--- src/sv/adaptive_baseline_presence_detector_assert.svh ---
// assertion helpers included by the detector rtl file
`ifndef ADAPTIVE_BASELINE_PRESENCE_DETECTOR_ASSERT_SVH
`define ADAPTIVE_BASELINE_PRESENCE_DETECTOR_ASSERT_SVH

// consequent must hold in the same cycle as the antecedent
`define ABPD_ASSERT_NOW(label, clk, rst_n, ante, cons, msg) \
  label: assert property (@(posedge clk) disable iff (!rst_n) (ante) |-> (cons)) \
    else $error(msg);

// consequent must hold in the cycle after the antecedent
`define ABPD_ASSERT_NEXT(label, clk, rst_n, ante, cons, msg) \
  label: assert property (@(posedge clk) disable iff (!rst_n) (ante) |=> (cons)) \
    else $error(msg);

`endif

--- src/sv/abpd_pkg.sv ---
package abpd_pkg;

  localparam int SAMPLE_W   = 10;
  localparam int TIME_W     = 32;
  localparam int PCT_W      = 7;
  localparam int LOCK_W     = 16;
  localparam int CFG_IDX_W  = 1;
  localparam int CFG_DATA_W = 16;
  localparam int PROD_W     = SAMPLE_W + PCT_W;

  // x/100 as (x*RECIP_100)>>RECIP_SH, exact for any x below 2**PROD_W
  localparam int RECIP_W  = 18;
  localparam int RECIP_SH = 24;
  localparam int SCALE_W  = RECIP_SH + SAMPLE_W;
  localparam logic [RECIP_W-1:0] RECIP_100 = 18'd167773;

  localparam logic [PCT_W-1:0]  PCT_FULL = 7'd100;
  localparam logic [PCT_W-1:0]  PCT_RST  = 7'd20;
  localparam logic [LOCK_W-1:0] LOCK_RST = 16'd500;

  typedef enum logic [CFG_IDX_W-1:0] {
    CFG_THRESHOLD_PCT = 1'b0,
    CFG_LOCKOUT       = 1'b1
  } cfg_idx_t;

  typedef logic [SAMPLE_W-1:0] sample_t;
  typedef logic [TIME_W-1:0]   time_ms_t;

  // divider status seen by the sequencer
  typedef struct packed {
    logic busy;
    logic done;
  } div_stat_t;

endpackage

--- src/sv/abpd_div.sv ---
module abpd_div import abpd_pkg::*; #(
  parameter int DVD_W = 17,
  parameter int DVS_W = 7
) (
  input  logic             clk,
  input  logic             rst_n,
  input  logic             start,
  input  logic [DVD_W-1:0] dividend,
  input  logic [DVS_W-1:0] divisor,
  output div_stat_t        stat,
  output logic [DVD_W-1:0] quotient
);

  localparam int CNT_W = $clog2(DVD_W + 1);

  logic             busy_r;
  logic             done_r;
  logic [CNT_W-1:0] cnt_r;
  logic [DVD_W-1:0] quo_r;
  logic [DVS_W-1:0] rem_r;
  logic [DVS_W-1:0] dvs_r;

  logic [DVS_W:0] rem_sh;
  logic [DVS_W:0] diff;
  logic           fits;

  // restoring division, one quotient bit per cycle
  assign rem_sh = {rem_r, quo_r[DVD_W-1]};
  assign diff   = rem_sh - {1'b0, dvs_r};
  assign fits   = !diff[DVS_W];

  always_ff @(posedge clk) begin
    if (!rst_n) begin
      busy_r <= 1'b0;
      done_r <= 1'b0;
      cnt_r  <= '0;
    end else begin
      done_r <= 1'b0;
      if (start) begin
        busy_r <= 1'b1;
        cnt_r  <= CNT_W'(DVD_W);
      end else if (busy_r) begin
        cnt_r <= cnt_r - 1'b1;
        if (cnt_r == CNT_W'(1)) begin
          busy_r <= 1'b0;
          done_r <= 1'b1;
        end
      end
    end
  end

  always_ff @(posedge clk) begin
    if (start) begin
      quo_r <= dividend;
      rem_r <= '0;
      dvs_r <= divisor;
    end else if (busy_r) begin
      quo_r <= {quo_r[DVD_W-2:0], fits};
      rem_r <= fits ? diff[DVS_W-1:0] : rem_sh[DVS_W-1:0];
    end
  end

  assign stat.busy = busy_r;
  assign stat.done = done_r;
  assign quotient  = quo_r;

endmodule

--- config.mk ---
export PLATFORM = sky130hd
export DESIGN_NAME = abpd_div
export DESIGN_NICKNAME = d
export VERILOG_FILES = /design/src/sv/adaptive_baseline_presence_detector_assert.svh /design/src/sv/abpd_pkg.sv /design/src/sv/abpd_div.sv
export SDC_FILE = /design/constraint.sdc
export NUM_CORES = 1
export LEC_CHECK = 0
export BUFFER_PORTS_ARGS = -buffer_cell sky130_fd_sc_hd__clkbuf_2
export CAP_MARGIN = 5
export CORE_MARGIN = 2
export CORE_UTILIZATION = 57
export CTS_CLUSTER_DIAMETER = 40
export DETAILED_ROUTE_END_ITERATION = 16
export PLACE_DENSITY = 0.95
export SLEW_MARGIN = 20
export SYNTH_ARGS = -nofsm -noshare
export SYNTH_HDL_FRONTEND = slang
export SYNTH_SLANG_ARGS = --single-unit
export TNS_END_PERCENT = 30
--- constraint.sdc ---
create_clock -name clk -period 3.7 [get_ports clk]
set_input_delay 0.555 -clock clk [delete_from_list [all_inputs] [get_ports clk]]
set_output_delay 0.555 -clock clk [all_outputs]
set_load 0.1 [all_outputs]
==> results.py <==
metrics = {
    "status": {
        "status": "completed",
    },
    "floorplan": {
        "die_h_um": 62.4,
        "coreArea_um2": 3310,
        "initial_utilization": 0.588,
        "io_pins": 46,
        "dieArea_um2": 3900,
        "die_w_um": 62.4,
        "rows": 21,
    },
    "synthesis": {
        "syn_area_um2": 1950,
        "synthMuxAreaShare": 0.0925,
        "synth_top_family_by_area": "compound AO/OA/AOI/OAI gates",
        "seq_area_frac_synth": 0.514,
        "syn_area_per_cell_um2": 11.7,
        "ys_warn_count": 0,
        "ys.flop_type": "edfxtp_1",
        "yosys.area_share.simple": 0.102,
        "synth_edf_count": 24,
        "postSynthCellCount": 166,
        "synth-xor-area-share": 0.0315,
        "async_flop_share": 0,
        "synth_compound_area_frac": 0.151,
        "synth_fa_ha_area_frac": 0.0681,
        "synth.net_count": 203,
        "synth-seq-cells": 38,
        "synth_cell_types": 43,
    },
    "timing": {
        "hold_viol": 0,
        "timing.final.ws_setup_ps": 1370,
        "fin_crit_sh": 0.629,
        "tns_ps": 0,
        "clock.fmax_ghz": 0.429,
        "fin_crit_ps": 2330,
        "rsz0062_at_grt": "false",
        "setup_viol": 0,
        "tightest_slew_ps": 845,
        "relSlewSlack": 0.437,
        "drv_slew": 0,
        "finClkSkew_ps": 17.1,
    },
    "layout": {
        "layout_common_cells": "45 x clkbuf_2, 24 x edfxtp_1, 16 x mux2_2, 14 x dfxtp_1, 12 x inv_1",
        "nets": 248,
        "diodes": 0,
        "nFillCells": 235,
        "final_common_cell": "clkbuf_2",
        "drive_gt1_frac": 0.363,
        "area_delta_synth_final_pct": 16.3,
    },
    "placed_design": {
        "routabilityCongestion": 0.793,
        "dp_hpwl_um": 2720,
        "io_buffers": 45,
        "dp_slack_ps": 1390,
    },
    "global_route": {
        "antenna_found_initial": 0,
        "grt_max_degree": 40,
        "grt_pass1_wl_um": 6580,
        "overflow": 0,
        "grtUsageTotal": 0.215,
        "grt_pass1_vias": 1433,
    },
    "critical_path": {
        "cp-endpoint": "rem_r[6]",
        "cp.arrival_ps": 2590,
        "cp-start-kind": "flop",
        "cp-end-kind": "flop",
        "r2r-end": "rem_r[6]",
        "r2r_setup_slack_ps": 1370,
        "startpoint": "quotient[16]",
        "r2r_start": "quotient[16]",
        "reg2reg_depth": 9,
        "cp_max_fo": 3,
        "crit_required_ps": 3970,
        "worst-setup-path-type": "flop to flop",
    },
    "cts": {
        "cts_tree": "yes",
        "cts_resized": 0,
        "clkTransAtPathRegs_ps": 120,
        "clockBufferDepth": 2,
        "cts.sinks": 38,
        "numCtsBuffers": 5,
        "cts_setup_buffers": 0,
        "clk-insertion-delay-late_ps": 350,
        "cts_root_buf": "clkbuf_4",
        "holdBufCountCts": 0,
        "h-tree-depth": 2,
    },
    "route": {
        "drtIter0Drc": 44,
        "routed_via_density": 5.50,
        "wl_per_cell_um": 14.5,
        "routed_wl_um": 3750,
        "vias": 1420,
        "dr.pass1.iters": 4,
        "drcViolationCount": 0,
        "drtAntennaViolNets": 0,
    },
    "power_and_ir_drop": {
        "p_leak_nw": 0.937,
        "power_density_nw_per_um2": 503,
        "ir_drop_uv": 464,
    },
    "job": {
        "cap_violations": 0,
    },
    "min_path": {
        "hold_class": "input pin to flop",
    },
}
synth_stat cells (2+ instances only):
master    instances  area (µm²)
edfxtp_1         24         721
mux2_2           16         180
dfxtp_1          14         280
inv_1            12        45.0
nor2_1           11        41.3
ha_1              9         113
nand2_1           7        26.3
o21ai_1           6        30.0
a21oi_1           5        25.0
a311oi_1          5        43.8
nand3_1           5        25.0
xor2_1            4        35.0
buf_1             3        11.3
nor3_1            3        15.0
o21a_1            3        22.5
o21ai_0           3        15.0
xnor2_1           3        26.3
a211oi_1          2        15.0
a31o_2            2        17.5
a31oi_4           2        42.5
buf_4             2        15.0
clkbuf_1          2        7.51
nand2b_1          2        12.5
nor2b_1           2        12.5
report_power, final:
group          switching [W]  internal, W  leakage (nW)
Sequential         0.0000297     0.000496         0.355
Combinational       0.000264     0.000102         0.543
Clock               0.000138     0.000109        0.0390
Total               0.000432     0.000707         0.937
metal layers:
metal	share of wire	GRT usage	vias to the layer above
li1	-	-	706
met1	0.43	0.280	662
met2	0.49	0.353	48
met3	0.069	0.0667	4
met4	0.0091	0.0528	0
met5	0	0	-
flip-flops by register name (all words and copies together) (netlist names):
signal,cells
busy_r,1
done_r,1
rem_r,7
dvs_r,7
cnt_r,5
quotient,17
critical path, cell delays in order, from the launching register on:
cell       delay [ps]
edfxtp_1          400
inv_1              90
ha_1              170
inv_1              60
fa_1              400
a211o_1           310
a2111oi_0         350
nand3b_1          160
nand3_1            90
a311oi_2          230
cells by family after synthesis:
logic type,count (synthesis)
buf+inv,19
compound gates,37
simple gates,39
fa+ha+maj,10
xor+xnor,7
mux,16
flops,38
stage by stage:
| step | cell area, µm² | instances | utilization | power (W) | hold WS, ps |
|---|---|---|---|---|---|
| global route | 2260 | 258 | 0.684 | 0.00119 | 348 |
| detailed placement | 2200 | 250 | 0.663 | 0.000899 | 504 |
| CTS | 2260 | 258 | 0.684 | 0.00114 | 364 |
| finish | 2260 | 258 | 0.684 | 0.00114 | 370 |
| floorplan | 1950 | 166 | - | 0.000833 | 469 |
| global placement | 2200 | 250 | 0.663 | 0.000891 | 487 |
cell type report:
cell class	instances	area [µm²]	area share
Sequential cell	38	1000	0.442
Clock buffer	7	65.1	0.0287
Timing Repair Buffer	45	225	0.0994
Tap cell	46	57.6	0.0254
Clock inverter	1	3.75	0.00166
Multi-Input combinational cell	109	867	0.383
Inverter	12	45.0	0.0199
how the worst min path moves through the flow:
stage	from	end	slack [ps]	cells after the start
4_1_cts	divisor[2]	dvs_r[2]	360	1
2_1_floorplan	cnt_r[1]	cnt_r[1]	470	2
3_5_place_dp	cnt_r[1]	cnt_r[1]	500	2
5_1_grt	divisor[6]	dvs_r[6]	350	1
6_report	divisor[3]	dvs_r[3]	370	1
3_3_place_gp	cnt_r[1]	cnt_r[1]	490	2
(Power assumes the default switching activity.)
