**config.mk**
```make
export PLATFORM = sky130hd
export DESIGN_NAME = abpd_ring
export DESIGN_NICKNAME = d
export VERILOG_FILES = /design/src/sv/adaptive_baseline_presence_detector_assert.svh /design/src/sv/abpd_pkg.sv /design/src/sv/abpd_ring.sv
export SDC_FILE = /design/constraint.sdc
export NUM_CORES = 1
export LEC_CHECK = 0
export ABC_AREA = 1
export BUFFER_PORTS_ARGS = -buffer_cell sky130_fd_sc_hd__buf_2
export CAP_MARGIN = 10
export CORE_ASPECT_RATIO = 1.1
export CORE_MARGIN = 2
export CORE_UTILIZATION = 40
export CTS_BUF_LIST = sky130_fd_sc_hd__clkbuf_8
export DETAILED_ROUTE_END_ITERATION = 10
export PLACE_DENSITY = 0.6
export SLEW_MARGIN = 10
export SYNTH_ARGS = -nofsm -noshare
export SYNTH_HDL_FRONTEND = slang
export SYNTH_SLANG_ARGS = --single-unit
```
**constraint.sdc**
```tcl
create_clock -name clk -period 1.5 [get_ports clk]
set_input_delay 0.075 -clock clk [delete_from_list [all_inputs] [get_ports clk]]
set_output_delay 0.075 -clock clk [all_outputs]
set_load 0.03 [all_outputs]
```
**src/sv/adaptive_baseline_presence_detector_assert.svh**
```systemverilog
// assertion helpers included by the detector rtl file
`ifndef ADAPTIVE_BASELINE_PRESENCE_DETECTOR_ASSERT_SVH
`define ADAPTIVE_BASELINE_PRESENCE_DETECTOR_ASSERT_SVH

// consequent must hold in the same cycle as the antecedent
`define ABPD_ASSERT_NOW(label, clk, rst_n, ante, cons, msg) \
  label: assert property (@(posedge clk) disable iff (!rst_n) (ante) |-> (cons)) \
    else $error(msg);

// consequent must hold in the cycle after the antecedent
`define ABPD_ASSERT_NEXT(label, clk, rst_n, ante, cons, msg) \
  label: assert property (@(posedge clk) disable iff (!rst_n) (ante) |=> (cons)) \
    else $error(msg);

`endif

```
**src/sv/abpd_pkg.sv**
```systemverilog
package abpd_pkg;

  localparam int SAMPLE_W   = 10;
  localparam int TIME_W     = 32;
  localparam int PCT_W      = 7;
  localparam int LOCK_W     = 16;
  localparam int CFG_IDX_W  = 1;
  localparam int CFG_DATA_W = 16;
  localparam int PROD_W     = SAMPLE_W + PCT_W;

  // x/100 as (x*RECIP_100)>>RECIP_SH, exact for any x below 2**PROD_W
  localparam int RECIP_W  = 18;
  localparam int RECIP_SH = 24;
  localparam int SCALE_W  = RECIP_SH + SAMPLE_W;
  localparam logic [RECIP_W-1:0] RECIP_100 = 18'd167773;

  localparam logic [PCT_W-1:0]  PCT_FULL = 7'd100;
  localparam logic [PCT_W-1:0]  PCT_RST  = 7'd20;
  localparam logic [LOCK_W-1:0] LOCK_RST = 16'd500;

  typedef enum logic [CFG_IDX_W-1:0] {
    CFG_THRESHOLD_PCT = 1'b0,
    CFG_LOCKOUT       = 1'b1
  } cfg_idx_t;

  typedef logic [SAMPLE_W-1:0] sample_t;
  typedef logic [TIME_W-1:0]   time_ms_t;

  // divider status seen by the sequencer
  typedef struct packed {
    logic busy;
    logic done;
  } div_stat_t;

endpackage

```
**src/sv/abpd_ring.sv**
```systemverilog
module abpd_ring import abpd_pkg::*; #(
  parameter int DEPTH  = 16,
  parameter int ADDR_W = 4
) (
  input  logic              clk,
  input  logic              rd_en,
  input  logic [ADDR_W-1:0] rd_addr,
  output sample_t           rd_data,
  input  logic              wr_en,
  input  logic [ADDR_W-1:0] wr_addr,
  input  sample_t           wr_data
);

  sample_t mem_r [DEPTH];
  sample_t rd_data_r;

  always_ff @(posedge clk) begin
    if (wr_en) begin
      mem_r[wr_addr] <= wr_data;
    end
    // read data holds until the next read
    if (rd_en) begin
      rd_data_r <= mem_r[rd_addr];
    end
  end

  assign rd_data = rd_data_r;

endmodule

```
==> results of run 1 <==
synthesized netlist by cell type:
| master | instances |
|---|---|
| sky130_fd_sc_hd__inv_1 | 123 |
| sky130_fd_sc_hd__edfxtp_1 | 170 |
| sky130_fd_sc_hd__nand3_1 | 121 |
| sky130_fd_sc_hd__buf_2 | 16 |
| sky130_fd_sc_hd__clkinv_1 | 1 |
| sky130_fd_sc_hd__inv_2 | 1 |
| sky130_fd_sc_hd__buf_1 | 1 |
| sky130_fd_sc_hd__clkbuf_2 | 1 |
| sky130_fd_sc_hd__nand2_1 | 215 |
| sky130_fd_sc_hd__nor2_1 | 17 |
| sky130_fd_sc_hd__buf_6 | 7 |
| sky130_fd_sc_hd__buf_4 | 2 |
| sky130_fd_sc_hd__nand3b_1 | 2 |
| sky130_fd_sc_hd__inv_6 | 1 |
| sky130_fd_sc_hd__clkbuf_1 | 4 |
metal layers:
layer  wire (µm)  GRT usage [%]
met2        7990           29.0
met5           0              0
met4         426           7.15
met1        6690           21.8
met3         627           3.52
power groups by stage:
stage               logic [µW]  clock network, µW  registers, µW
floorplan                  369                  0           5520
global placement           663                  0           5480
detailed placement         673                  0           5480
CTS                        690               3500           5370
global route               766               3690           5380
finish                     684               3440           5370
final cells by class:
class / count / share of cell area (%)
clock buffer: 17 / 2.82
clock inverter: 15 / 2.38
inverter: 126 / 5.75
multi-input combinational: 355 / 18.0
sequential: 170 / 61.5
tap: 238 / 3.58
timing repair buffer: 68 / 6.06
logic make-up after synthesis:
family | share of synthesized area (%)
buffers and inverters | 9.29
DFF | 70.2
and+or+nand+nor | 20.5
final timing paths:
kind	slack, ps	start	endpoint	depth (start not counted)
setup / recovery	340	rd_data[8]$_DFFE_PP_	rd_data[8]	1
hold / removal	20	wr_data[1]	mem_r[12][1]$_DFFE_PP_	1
setup reg to reg	370	mem_r[1][1]$_DFFE_PP_	rd_data[1]$_DFFE_PP_	6
hold reg to reg	730	mem_r[11][6]$_DFFE_PP_	rd_data[6]$_DFFE_PP_	6
per-stage QoR:
| step | power [µW] | hold WS, ps |
|---|---|---|
| CTS | 9570 | 4.09 |
| global placement | 6140 | 466 |
| finish | 9490 | 22.2 |
| detailed placement | 6150 | 473 |
| global route | 9840 | 8.16 |
| floorplan | 5890 | 174 |
registers in the layout, indices dropped and copies added (netlist names):
name,cells
rd_data,10
mem_r,160
timing repair:
action | 4_1_cts | 5_1_grt
endpoints found under the setup margin | 0 | 0
hold endpoints to repair | 73 | 0
gates resized for setup | 0 | 0
hold buffers | 7 | 0
==> implementation parameters, run 1 <==
Parameter                              Value

Power and ir drop
  VDD IR-drop max    0.570 mV
  Power density over cell area    1140 mW/mm²
  Sequential Power Share    56.6%
  Cell leakage power    0.00356 µW
  Power Internal    7370 µW
  Switching share of power    22.4%
  Power share of the clock group    36.2%
  Logic pwr share    7.2%
  Switching power of the nets    2120 µW

Synthesis
  Number of standard cells after synthesis    682
  Share of synthesized area occupied by flip-flops and latches    70.2%
  Synthesis warning total    0
  Netlist area before placement    0.00727 mm²
  Syn Nets    703
  Mapped Avg Cell Area    10.7 µm²
  Number of different library cells in the post-synthesis netlist    15
  Area share of the largest cell type after synthesis    70.2%
  Cells taking the most area after synthesis    sky130_fd_sc_hd__edfxtp_1 70%, sky130_fd_sc_hd__nand2_1 11%, sky130_fd_sc_hd__nand3_1 8.3%
  Area leader, netlist    sky130_fd_sc_hd__edfxtp_1
  #FFs+latches synth    170

Timing
  Unrepaired setup endpoints after global routing    false
  Number of hold-slack violations in the final timing report    0
  Final setup slack of the worst path    336 ps
  Clock Skew    13.0 ps
  Accumulated negative setup slack    0 ps
  Post-route clock period utilization    77.6%
  Period minus WS final    1160 ps
  Worst slew margin relative to its limit    45.9%
  Total count of max-transition violations in the final report    0
  Highest attainable clock frequency    0.859 GHz
  Actual slew at the worst max-slew pin    810 ps
  Number of endpoints failing setup at the final stage    0

Die
  Width of the die    133 µm
  Boundary Pins    31
  Overall die height    145 µm
  Number of placement rows    51
  Die area    0.0193 mm²
  Initial core utilization    41.0%
  Area of the placeable core    0.0177 mm²

CTS
  Count of clock tree sinks    170
  Clock slew seen by the registers of the worst setup and hold paths    90 ps
  CTS tree    yes
  Maximum buffer depth of the clock tree    2
  Clock latency on the worst-skew pair    460 ps
  Number of H-tree branching levels    4
  Post-CTS Setup Bufs    0
  Root cell of the clock tree    sky130_fd_sc_hd__clkbuf_8
  CTS buffer count    17

Outcome
  Result of the run    finished clean

Detailed routing
  DR iter-0 viols    366
  Aggregate routed wire length    15.7 mm
  Via density per instance    4.77
  DR vias    4719
  Post-route DRC violation count    0
  Post-detailed-route count of antenna-violating nets    0
  WL per Instance    15.9 µm
  DRT Pass-1 Iters    5

Critical path
  Slowest stage cell on the critical path    sky130_fd_sc_hd__edfxtp_1
  Type of the setup path with the least slack    register to primary output
  Maximum cell stage delay along the critical path    430 ps
  Worst setup EP type    primary output
  Number of buffer and inverter stages on the critical path    1
  Worst EP required    1420 ps
  Crit-path cells    buf_2
  Data arrival time of the critical path    1090 ps
  Startpoint Class    register
  Dominant delay contributor by cell family on the critical path    flip-flops
  Crit path max fanout    1

Placement
  Routability Congestion    0.801
  Estimated wirelength of the detail-placed design    9.89 mm
  Placed instance count    950
  Count of port buffers added during placement    30
  Area of placed instances    0.00780 mm²
  Worst slack at placement    58.6 ps

Cells and area
  Fill cell instance count of the final layout    1642
  Area added between synthesis and finish    14.2%
  Leading cell types in the layout, fill and taps excluded    215 x sky130_fd_sc_hd__nand2_1, 170 x sky130_fd_sc_hd__edfxtp_1, 124 x sky130_fd_sc_hd__inv_1
  Number of diodes added for antenna fixing    0
  Leading cell type in the layout, fill and taps excluded    sky130_fd_sc_hd__nand2_1
  Core Util, Final    46.8%
  Footprint of the flip-flops and latches    0.00510 mm²
  Nets@finish    759
  Post-layout instance area    0.00831 mm²
  Total area of multi-input combinational cells    0.00149 mm²
  Number of standard cells in the layout, taps in and fillers out    989
  Share of final-layout standard cells stronger than drive strength 1    12.4%

Global route
  Global router's overall resource usage    17.2%
  Initial antenna violation count    0
  Global-route congestion overflow total    0
  Number of global-route vias before repair    4588
  Pin count of the biggest net entering global routing    81
  Global-route wire length before repair    24.8 mm

Min path
  Worst min-delay path category    input port to register

Run
  Number of max-cap violations    0
No activity file was read; power rests on OpenSTA's default activity.
==> run 2: changes to the inputs <==
clock period = 1.2 ns   (was 1.5 ns; I/O delays follow)
==> implementation parameters, run 2 (same netlist as run 1, synthesis figures left out) <==
Parameter                              Value

CTS
  CTS tree    yes
  Count of clock tree sinks    170
  Clock slew seen by the registers of the worst setup and hold paths    90 ps
  Number of H-tree branching levels    4
  Post-CTS Setup Bufs    0
  Cells resized by post-CTS repair    0
  Maximum buffer depth of the clock tree    2
  Clock latency on the worst-skew pair    440 ps
  Quantity of hold-fixing buffers added after cts    6
  CTS buffer count    17
  Root cell of the clock tree    sky130_fd_sc_hd__clkbuf_8

Cells and area
  Fill cell instance count of the final layout    1666
  Number of diodes added for antenna fixing    0
  Area added between synthesis and finish    15.6%
  Register name with the most flops    mem_r
  Flip-flop count of the largest register after layout    160
  Total area of multi-input combinational cells    0.00149 mm²
  Share of final-layout standard cells stronger than drive strength 1    13.3%
  Leading cell type in the layout, fill and taps excluded    sky130_fd_sc_hd__nand2_1
  Leading cell types in the layout, fill and taps excluded    215 x sky130_fd_sc_hd__nand2_1, 170 x sky130_fd_sc_hd__edfxtp_1, 124 x sky130_fd_sc_hd__inv_1
  Footprint of the flip-flops and latches    0.00510 mm²
  Number of standard cells in the layout, taps in and fillers out    995
  Nets@finish    766

Power and ir drop
  Cell leakage power    0.00360 µW
  Power density over cell area    1390 mW/mm²
  VDD IR-drop max    0.672 mV
  Total power draw    11700 µW

Detailed routing
  DRT Pass-1 Iters    5
  WL per Instance    16.1 µm
  Via density per instance    4.84
  DR iter-0 viols    318
  DR vias    4818
  Aggregate routed wire length    16.0 mm
  Post-route DRC violation count    0
  Post-detailed-route count of antenna-violating nets    0

Critical path
  Crit-path cells    buf_2
  Worst setup EP type    primary output
  Startpoint Class    register
  Dominant delay contributor by cell family on the critical path    flip-flops
  Worst EP required    1140 ps
  Crit path max fanout    1
  Data arrival time of the critical path    1070 ps
  Slowest stage cell on the critical path    sky130_fd_sc_hd__edfxtp_1
  Maximum cell stage delay along the critical path    440 ps
  Type of the setup path with the least slack    register to primary output
  Number of buffer and inverter stages on the critical path    1

Placement
  Estimated wirelength of the detail-placed design    10.4 mm
  Placed instance count    958
  Count of port buffers added during placement    30
  Worst slack at placement    -55.7 ps
  Routability Congestion    0.777

Die
  Boundary Pins    31
  Die area    0.0193 mm²
  Number of placement rows    51
  Width of the die    133 µm
  Overall die height    145 µm
  Area of the placeable core    0.0177 mm²
  Initial core utilization    41.0%

Timing
  Number of endpoints failing setup at the final stage    0
  Post-route clock period utilization    94.5%
  Unrepaired setup endpoints after global routing    false
  Final setup slack of the worst path    66.5 ps
  Actual slew at the worst max-slew pin    409 ps
  Total count of max-transition violations in the final report    0
  Period minus WS final    1130 ps
  Clock Skew    15.8 ps
  Accumulated negative setup slack    0 ps
  Worst slew margin relative to its limit    72.6%
  Number of hold-slack violations in the final timing report    0
  Highest attainable clock frequency    0.882 GHz

Global route
  Global-route congestion overflow total    0
  Global router's overall resource usage    17.1%
  Global-route wire length before repair    24.9 mm
  Number of global-route vias before repair    4725
  Pin count of the biggest net entering global routing    41
  Initial antenna violation count    0

Min path
  Worst min-delay path category    input port to register

Run
  Number of max-cap violations    0

Outcome
  Result of the run    finished clean
run 2: cell types whose count changed in the layout (fill, tap and decap cells not counted), sizes merged:
cell / before / now
buf: 61 / 69
clkinv: 7 / 4
clkinvlp: 1 / 3
bufinv: 4 / 3
dlygate4sd3: 7 / 6
inv: 129 / 130
run 2: cell type report:
class / instances / area share, %
repair buffers: 75 / 7.47
multi-input cells: 355 / 17.7
clock inverters: 14 / 2.02
flip-flops and latches: 170 / 60.7
inverters: 126 / 5.69
well taps: 238 / 3.54
clock buffers: 17 / 2.78
run 2: final timing paths:
check,start,endpoint,slack (ps),cells past startpoint
worst max-delay path,rd_data[5]$_DFFE_PP_,rd_data[5],70,1
worst min-delay path,wr_data[1],mem_r[8][1]$_DFFE_PP_,30,1
worst max register to register,mem_r[13][3]$_DFFE_PP_,rd_data[3]$_DFFE_PP_,90,6
worst min register to register,mem_r[11][7]$_DFFE_PP_,rd_data[7]$_DFFE_PP_,750,6
run 2: stage by stage:
step | hold slack (ps) | area (µm²) | utilization [%]
6_report | 28.8 | 8400 | 47.4
3_5_place_dp | 465 | 7940 | 44.8
3_3_place_gp | 453 | 7940 | 44.8
2_1_floorplan | 159 | 7270 | -
5_1_grt | 8.27 | 8400 | 47.4
4_1_cts | 2.37 | 8400 | 47.4
run 2: where the power goes:
| part | internal (µW) | total, µW | switching (µW) | leakage [µW] |
|---|---|---|---|---|
| registers | 6680 | 6720 | 39.5 | 0.00154 |
| logic | 294 | 889 | 595 | 0.00185 |
| clock network | 2060 | 4120 | 2050 | 0.000200 |
run 2: layer usage:
metal  global-route usage [%]  routed length (µm)  up-vias
li1                         -                   -     2322
met1                     21.0                6860     2343
met2                     29.4                8110      123
met3                     3.45                 711       30
met4                     7.15                 366        0
met5                        0                   0        -
